<file path="config.mk">
export PLATFORM = sky130hd
export DESIGN_NAME = buffer_pool_frame_manager
export DESIGN_NICKNAME = d
export VERILOG_FILES = /design/src/bpfm_pkg.sv /design/src/bpfm_ram.sv /design/src/buffer_pool_frame_manager.sv
export SDC_FILE = /design/constraint.sdc
export NUM_CORES = 2
export LEC_CHECK = 0
export BUFFER_PORTS_ARGS = -buffer_cell sky130_fd_sc_hd__buf_2
export CORE_MARGIN = 3
export CORE_UTILIZATION = 50
export DETAILED_ROUTE_END_ITERATION = 8
export PLACE_DENSITY = 0.63
export SLEW_MARGIN = 5
export SYNTH_ARGS = -nofsm -noshare
export SYNTH_HDL_FRONTEND = slang
export SYNTH_SLANG_ARGS = --single-unit
</file>
<file path="constraint.sdc">
create_clock -name clk_i -period 10.8 [get_ports clk_i]
set_input_delay 0.54 -clock clk_i [delete_from_list [all_inputs] [get_ports clk_i]]
set_output_delay 0.54 -clock clk_i [all_outputs]
set_load 0.02 [all_outputs]
</file>
<file path="src/bpfm_pkg.sv">
// ----------------------------------------------------------------------------
// bpfm_pkg: shared types and constants of the buffer pool frame manager.
// Holds the item structs, status codes and the frame record layout.
// ----------------------------------------------------------------------------
package bpfm_pkg;

  localparam int unsigned Frames = 16;
  localparam int unsigned FrameW = $clog2(Frames);
  localparam int unsigned CntW   = $clog2(Frames + 1);

  localparam logic [1:0] OP_PIN    = 2'd0;
  localparam logic [1:0] OP_NEW    = 2'd1;
  localparam logic [1:0] OP_UNPIN  = 2'd2;
  localparam logic [1:0] OP_SKIP   = 2'd3;

  localparam logic [2:0] ST_HIT     = 3'd0;
  localparam logic [2:0] ST_LOADED  = 3'd1;
  localparam logic [2:0] ST_PLACED  = 3'd2;
  localparam logic [2:0] ST_NOFRAME = 3'd3;
  localparam logic [2:0] ST_ABSENT  = 3'd4;
  localparam logic [2:0] ST_REFUSED = 3'd5;
  localparam logic [2:0] ST_FULL    = 3'd6;

  typedef struct packed {
    logic [1:0]  op;
    logic [7:0]  file_id;
    logic [23:0] block_no;
    logic        dirty;
  } bpfm_in_t;

  typedef struct packed {
    logic [2:0]  status;
    logic [3:0]  frame;
    logic        write_back;
    logic [7:0]  wb_file_id;
    logic [23:0] wb_block_no;
  } bpfm_out_t;

  // One frame record as stored in the frame memory.
  typedef struct packed {
    logic        valid;
    logic [7:0]  file_id;
    logic [23:0] block_no;
    logic [7:0]  pins;
    logic        dirty;
    logic [31:0] stamp;
  } frame_rec_t;

  localparam int unsigned RecW = $bits(frame_rec_t);

endpackage

</file>
<file path="src/bpfm_ram.sv">
// ----------------------------------------------------------------------------
// bpfm_ram: generic single-port-write, single-port-read RAM.
// The read data is registered and appears in the cycle after the address.
// ----------------------------------------------------------------------------
module bpfm_ram #(
  parameter int unsigned Width = 8,
  parameter int unsigned Depth = 16
) (
  input  logic                     clk_i,
  input  logic                     we_i,
  input  logic [$clog2(Depth)-1:0] waddr_i,
  input  logic [Width-1:0]         wdata_i,
  input  logic [$clog2(Depth)-1:0] raddr_i,
  output logic [Width-1:0]         rdata_o
);

  logic [Width-1:0] mem_q [Depth];

  always_ff @(posedge clk_i) begin
    if (we_i) begin
      mem_q[waddr_i] <= wdata_i;
    end
    rdata_o <= mem_q[raddr_i];
  end

endmodule

</file>
<file path="src/buffer_pool_frame_manager.sv">
// ----------------------------------------------------------------------------
// buffer_pool_frame_manager: LRU buffer pool frame table.
// Pins and unpins (file, block) keys over a fully associative frame pool.
// ----------------------------------------------------------------------------
//  channel | direction | handshake          | payload
//  in      | input     | in_valid_i/stall_o | bpfm_in_t
//  out     | output    | out_valid_o/stall_i| bpfm_out_t
//
// An item is handled as a scan with one read per frame from the frame memory
// (whose read data is registered), then a decision and at most one write back.
// After reset a clearing pass writes every record to zero;
// no item is accepted then. A result waits in the output register while the
// next item is already being scanned; the scan stalls only at its end if the
// previous result has not been taken.
module buffer_pool_frame_manager
  import bpfm_pkg::*;
(
  input  logic      clk_i,
  input  logic      rst_ni,
  input  logic      in_valid_i,
  output logic      in_stall_o,
  input  bpfm_in_t  in_data_i,
  output logic      out_valid_o,
  input  logic      out_stall_i,
  output bpfm_out_t out_data_o
);

  typedef enum logic [4:0] {
    S_CLEAR = 5'b00001,
    S_IDLE  = 5'b00010,
    S_SCAN  = 5'b00100,
    S_DONE  = 5'b01000,
    S_EMIT  = 5'b10000
  } state_e;

  state_e state_q, state_d;
  logic [CntW-1:0]   cnt_q, cnt_d;     // read address issued
  logic              rv_q, rv_d;       // read data valid
  logic [FrameW-1:0] ridx_q, ridx_d;   // index of read data
  bpfm_in_t          req_q, req_d;
  logic [31:0]       stamp_q, stamp_d;

  logic              hit_q, hit_d;
  logic [FrameW-1:0] hidx_q, hidx_d;
  frame_rec_t        hrec_q, hrec_d;
  logic              free_q, free_d;   // never-used frame found
  logic              vic_q, vic_d;     // any candidate found
  logic [FrameW-1:0] vidx_q, vidx_d;
  frame_rec_t        vrec_q, vrec_d;
  logic [31:0]       vage_q, vage_d;

  logic              out_valid_q, out_valid_d;
  bpfm_out_t         out_q, out_d;

  logic              we;
  logic [FrameW-1:0] waddr;
  frame_rec_t        wrec, rrec;
  logic [31:0]       age;

  bpfm_ram #(.Width(RecW), .Depth(Frames)) u_ram (
    .clk_i   (clk_i),
    .we_i    (we),
    .waddr_i (waddr),
    .wdata_i (wrec),
    .raddr_i (cnt_q[FrameW-1:0]),
    .rdata_o (rrec)
  );

  assign in_stall_o  = (state_q != S_IDLE);
  assign out_valid_o = out_valid_q;
  assign out_data_o  = out_q;
  assign age         = stamp_q - rrec.stamp;

  always_comb begin
    state_d = state_q; cnt_d = cnt_q; rv_d = 1'b0; ridx_d = ridx_q;
    req_d = req_q; stamp_d = stamp_q;
    hit_d = hit_q; hidx_d = hidx_q; hrec_d = hrec_q;
    free_d = free_q; vic_d = vic_q; vidx_d = vidx_q; vrec_d = vrec_q;
    vage_d = vage_q;
    out_valid_d = out_valid_q && out_stall_i;
    out_d = out_q;
    we = 1'b0; waddr = '0; wrec = '0;
    unique case (state_q)
      S_CLEAR: begin
        we = 1'b1;
        waddr = cnt_q[FrameW-1:0];
        cnt_d = cnt_q + 1'b1;
        if (cnt_q == CntW'(Frames - 1)) begin
          cnt_d = '0;
          state_d = S_IDLE;
        end
      end
      S_IDLE: begin
        cnt_d = '0;
        if (in_valid_i && in_data_i.op != OP_SKIP) begin
          req_d = in_data_i;
          hit_d = 1'b0; free_d = 1'b0; vic_d = 1'b0;
          cnt_d = CntW'(1);
          rv_d = 1'b1; ridx_d = '0;
          state_d = S_SCAN;
        end
      end
      S_SCAN: begin
        if (cnt_q != CntW'(Frames)) begin
          rv_d = 1'b1;
          ridx_d = cnt_q[FrameW-1:0];
          cnt_d = cnt_q + 1'b1;
        end
        if (rv_q) begin
          if (rrec.valid && rrec.file_id == req_q.file_id &&
              rrec.block_no == req_q.block_no && !hit_q) begin
            hit_d = 1'b1; hidx_d = ridx_q; hrec_d = rrec;
          end
          if (!rrec.valid) begin
            if (!free_q) begin
              free_d = 1'b1; vic_d = 1'b1; vidx_d = ridx_q; vrec_d = rrec;
            end
          end else if (!free_q && rrec.pins == 8'd0 && (!vic_q || age > vage_q)) begin
            vic_d = 1'b1; vidx_d = ridx_q; vrec_d = rrec; vage_d = age;
          end
        end else begin
          state_d = S_DONE;
        end
      end
      S_DONE: begin
        if (!out_valid_q || !out_stall_i) begin
          out_valid_d = 1'b1;
          out_d = '0;
          waddr = hidx_q;
          cnt_d = '0;
          state_d = S_IDLE;
          if (req_q.op == OP_UNPIN) begin
            if (!hit_q) begin
              out_d.status = ST_ABSENT;
            end else if (hrec_q.pins == 8'd0) begin
              out_d.status = ST_REFUSED; out_d.frame = 4'(hidx_q);
            end else begin
              we = 1'b1; wrec = hrec_q;
              wrec.dirty = hrec_q.dirty | req_q.dirty;
              wrec.pins = hrec_q.pins - 8'd1;
              if (hrec_q.pins == 8'd1) begin
                wrec.stamp = stamp_q;
                stamp_d = stamp_q + 32'd1;
              end
              out_d.status = ST_HIT; out_d.frame = 4'(hidx_q);
            end
          end else if (hit_q) begin
            out_d.frame = 4'(hidx_q);
            if (req_q.op == OP_NEW) begin
              out_d.status = ST_REFUSED;
            end else if (hrec_q.pins == 8'hFF) begin
              out_d.status = ST_FULL;
            end else begin
              we = 1'b1; wrec = hrec_q; wrec.pins = hrec_q.pins + 8'd1;
              out_d.status = ST_HIT;
            end
          end else if (!vic_q) begin
            out_d.status = ST_NOFRAME;
          end else begin
            we = 1'b1; waddr = vidx_q;
            wrec = '0;
            wrec.valid = 1'b1; wrec.file_id = req_q.file_id;
            wrec.block_no = req_q.block_no; wrec.pins = 8'd1;
            wrec.stamp = vrec_q.stamp;
            out_d.status = (req_q.op == OP_PIN) ? ST_LOADED : ST_PLACED;
            out_d.frame = 4'(vidx_q);
            if (vrec_q.valid && vrec_q.dirty) begin
              out_d.write_back = 1'b1;
              out_d.wb_file_id = vrec_q.file_id;
              out_d.wb_block_no = vrec_q.block_no;
            end
          end
        end
      end
      S_EMIT: state_d = S_IDLE;
      default: state_d = S_IDLE;
    endcase
  end

  always_ff @(posedge clk_i or negedge rst_ni) begin
    if (!rst_ni) begin
      state_q <= S_CLEAR; cnt_q <= '0; rv_q <= 1'b0;
      stamp_q <= '0; out_valid_q <= 1'b0;
    end else begin
      state_q <= state_d; cnt_q <= cnt_d; rv_q <= rv_d;
      stamp_q <= stamp_d; out_valid_q <= out_valid_d;
    end
  end

  always_ff @(posedge clk_i) begin
    ridx_q <= ridx_d; req_q <= req_d;
    hit_q <= hit_d; hidx_q <= hidx_d; hrec_q <= hrec_d;
    free_q <= free_d; vic_q <= vic_d; vidx_q <= vidx_d; vrec_q <= vrec_d;
    vage_q <= vage_d; out_q <= out_d;
  end

  // A pending result must not be overwritten while stalled.
  a_hold: assert property (@(posedge clk_i) disable iff (!rst_ni)
    out_valid_q && out_stall_i |=> out_valid_q && $stable(out_q))
    else $error("result overwritten while stalled");

  // Writes to the frame memory happen only in clearing or decision.
  a_we: assert property (@(posedge clk_i) disable iff (!rst_ni)
    we |-> (state_q == S_CLEAR || state_q == S_DONE))
    else $error("unexpected frame memory write");

  // No item is accepted during a scan.
  a_busy: assert property (@(posedge clk_i) disable iff (!rst_ni)
    state_q == S_SCAN |-> in_stall_o)
    else $error("item accepted while busy");

endmodule

</file>
==> run_results.csv <==
group,metric,value,unit
worst_setup_path,cp_max_fo,52,
detailed_routing,firstDrtPassIters,7,
sta,skew,0.0476,ns
clock_tree,clk_pin_slew,0.06,ns
synth,yosysWarnings,0,
die,rows,127,
synth,ys_ff_latch,1563,
pwr,p_per_area,220,nW/um^2
place,dpl.hpwl,76400,um
die,start_util,0.506,
sta,setup_viol,0,
clock_tree,htreeDepth,4,
synth,synth_edf_count,1446,
hold_path,min-delay-start,"out_stall_i",
pwr,p_int,11.2,mW
layout,synthToLayoutAreaGrowth,13.5,%
worst_setup_path,required,11.19,ns
detailed_routing,drcViolationCount,0,
synth,synth_cell_types,75,
clock_tree,post_cts_buffers,0,
layout,drive_above_1_share,0.248,
layout,final_common_cell,"edfxtp_1",
detailed_routing,vias_per_cell,6.03,
hold_path,hp-class,"in -> reg",
synth,synth_top_area_frac,0.714,
layout,final_cell_mix,"edfxtp_1, mux4_2, clkbuf_16",
die,fp.dieH,355,um
layout,finalNonFillerCells,4908,
sta,fmax,154,MHz
detailed_routing,ant_nets,0,
synth,synth_area_leaders,"edfxtp_1, mux4_2, dfxtp_1, dfrtp_1, ha_1",
pwr,combPwrFrac,0.172,
sta,timing.final.crit_share,0.601,
clock_tree,cts_inserted_buffers,157,
layout,fin_nets,3275,
pwr,clkPwrFrac,0.348,
clock_tree,clock-sinks,1563,
die,boundaryPins,81,
job,cap_violations,0,
pwr,switching_share,0.263,
synth,avgSynthCellArea,20.8,um^2
place,gp_congestion,0.825,
synth,yosys.area.top_type,"edfxtp_1",
place,port_buffers,80,
worst_setup_path,reg2reg_from,"stamp_q[0]",
sta,slew_headroom,0.230,
outcome,status,"completed",
worst_setup_path,end_kind,"flip-flop",
sta,drv_slew,0,
detailed_routing,vias,29600,
sta,period_needed,6.49,ns
global_routing,grt_antenna_before_repair,3,
pwr,leakage,22.8,nW
layout,final.fill_count,8723,
clock_tree,tritoncts,"yes",
detailed_routing,wirelength,139000,um
synth,synth_ff_type,"edfxtp_1",
die,fp.coreArea,120000,um^2
synth,syn_nets,3043,
clock_tree,root_buffer,"clkbuf_16",
clock_tree,clock_latency,0.79,ns
place,dpl.cell_count,4580,
worst_setup_path,critPathKind,"reg -> reg",
pwr,pwr-share-seq,0.480,
global_routing,grt_pass1_vias,31200,
global_routing,grt_usage,0.225,
die,die_area,126000,um^2
detailed_routing,wire_per_inst,28.4,um
sta,worst_pin_slew,1.15,ns
pwr,max-vdd-ir-drop,0.223,mV
detailed_routing,drtIter0Drc,3172,
worst_setup_path,critPathLaunch,"stamp_q[0]",
sta,rsz0062_at_grt,"no",
clock_tree,clock_path_buffers,3,
global_routing,grt_max_degree,122,
sta,hold_viol_final,0,
pwr,p_switching,3.99,mW
synth,synthCells,2931,
synth,syn-cell-area,60800,um^2
worst_setup_path,worstPathArrival,6.89,ns
layout,antenna_cells,0,
synth,ys_seq_area_frac,0.756,
layout,multi_input_comb_area,14200,um^2
global_routing,grt_pass1_wl,207000,um
die,die_x,355,um
synth,synthArstFlopShare,0.0275,
global_routing,grt-ovfl-total,0,
worst_setup_path,critPathLaunchType,"flip-flop",
layout,regArea,46000,um^2
sta,finalSetupTns,0,ns
## state kept, by name, summed over array words and instances (netlist names)
register       flops
hidx_q             4
ridx_q             4
vage_q            32
out_data_o        40
vic_q              1
hrec_q            74
u_ram.rdata_o     74
out_valid_o        1
rv_q               1
u_ram.mem_q     1184
vrec_q            66
state_q            4
hit_q              1
stamp_q           32
cnt_q              5
free_q             1
vidx_q             4
req_q             35
## layout make-up
| class | instances | share of cell area |
|---|---|---|
| clock buffer | 214 | 0.0619 |
| sequential | 1563 | 0.666 |
| multi-input combinational | 1150 | 0.206 |
| clock inverter | 78 | 0.0112 |
| tap | 1612 | 0.0292 |
| inverter | 88 | 0.00478 |
| timing repair buffer | 203 | 0.0207 |
## logic make-up (layout without fill, tap and decap cells)
kind of cell / count (synthesis) / after routing / share of synthesized area
AO/OA/AOI/OAI: 268 / 268 / 0.0319
XOR/XNOR: 97 / 97 / 0.0140
adder cells (fa/ha/maj): 74 / 74 / 0.0153
buffers and inverters: 218 / 583 / 0.0140
flip-flops: 1563 / 1563 / 0.756
multiplexers: 405 / 405 / 0.143
AND/OR/NAND/NOR: 306 / 306 / 0.0265
## metal layers
| metal | track usage | up-vias | wire length, um |
|---|---|---|---|
| met1 | 0.325 | 15900 | 59000 |
| met3 | 0.0358 | 207 | 8740 |
| met5 | 0 | - | 13 |
| met4 | 0.0644 | 2 | 3130 |
| li1 | - | 12500 | - |
| met2 | 0.362 | 999 | 68300 |
## final timing paths
kind / cells past startpoint / endpoint / slack, ns
worst max-delay path: 19 / vrec_q[72] / 4.31
max in group asynchronous: 3 / cnt_q[1] / 9.85
worst max register to register: 19 / vrec_q[72] / 4.31
min in group asynchronous: 3 / stamp_q[6] / 0.46
worst min-delay path: 3 / out_valid_o / 0.10
worst min register to register: 0 / hrec_q[28] / 0.44
## cell usage after synthesis, types with 3 or more instances
master / count
nor4_1: 10
o21bai_1: 5
nor3_2: 3
mux2i_1: 33
or3_1: 6
nand3_1: 21
nand3b_1: 3
nor2_1: 75
a311oi_1: 3
nor2b_1: 9
xor2_1: 48
inv_1: 87
a22o_1: 36
o21a_1: 10
a211o_1: 3
a221oi_1: 35
a21oi_1: 42
ha_1: 72
and3_1: 19
dfrtp_1: 42
or2_2: 4
buf_1: 32
or4_1: 3
clkbuf_1: 88
nor3_1: 12
o21ai_0: 34
a21o_1: 27
edfxtp_1: 1446
buf_6: 3
xnor2_1: 49
buf_2: 7
nand2b_1: 6
a211oi_1: 35
nor4b_1: 3
a31oi_1: 7
mux4_2: 370
a21boi_0: 5
nand2_1: 67
o21ai_1: 3
and2_1: 40
nand4_1: 15
dfxtp_1: 74
## critical path, cell delays in order, from the launching register on
cell,delay (ns)
dfrtp_1,0.40
inv_1,0.12
ha_1,0.19
inv_1,0.06
fa_1,0.41
a21oi_1,0.19
o21ai_0,0.19
a21oi_1,0.31
a21o_1,0.20
a32oi_1,0.22
a31oi_1,0.42
a21oi_1,0.19
xor2_1,0.19
ha_1,0.29
nand4_1,0.16
nor4_1,0.47
a221oi_1,0.18
a211o_1,0.37
a21oi_4,0.68
buf_4,0.78
## through the flow
step | area, um^2 | util | worst slack [ns] | total power, mW | hold slack (ns)
3_3_place_gp | 63600 | 0.529 | 4.56 | 10.0 | 0.420
5_1_grt | 69000 | 0.574 | 3.86 | 15.8 | 0.0669
2_1_floorplan | 60800 | - | 3.19 | 9.24 | 0.244
6_report | 69000 | 0.574 | 4.31 | 15.2 | 0.102
3_5_place_dp | 63600 | 0.529 | 4.35 | 10.0 | 0.432
4_1_cts | 69000 | 0.574 | 4.31 | 15.3 | 0.0298
## timing repair
item / CTS / global route
hold buffers: 36 / 0
resized for setup: 0 / 0
hold endpoints to repair: 77 / 0
## power groups by stage
stage                     Combinational (mW)  Clock, mW  Sequential [mW]
after floorplan                         2.07          0             7.17
after global placement                  2.60          0             7.40
after detailed placement                2.63          0             7.41
after CTS                               2.66       5.40             7.28
after global routing                    2.84       5.64             7.31
final                                   2.61       5.29             7.28
Power figures use the tool's default switching activity.
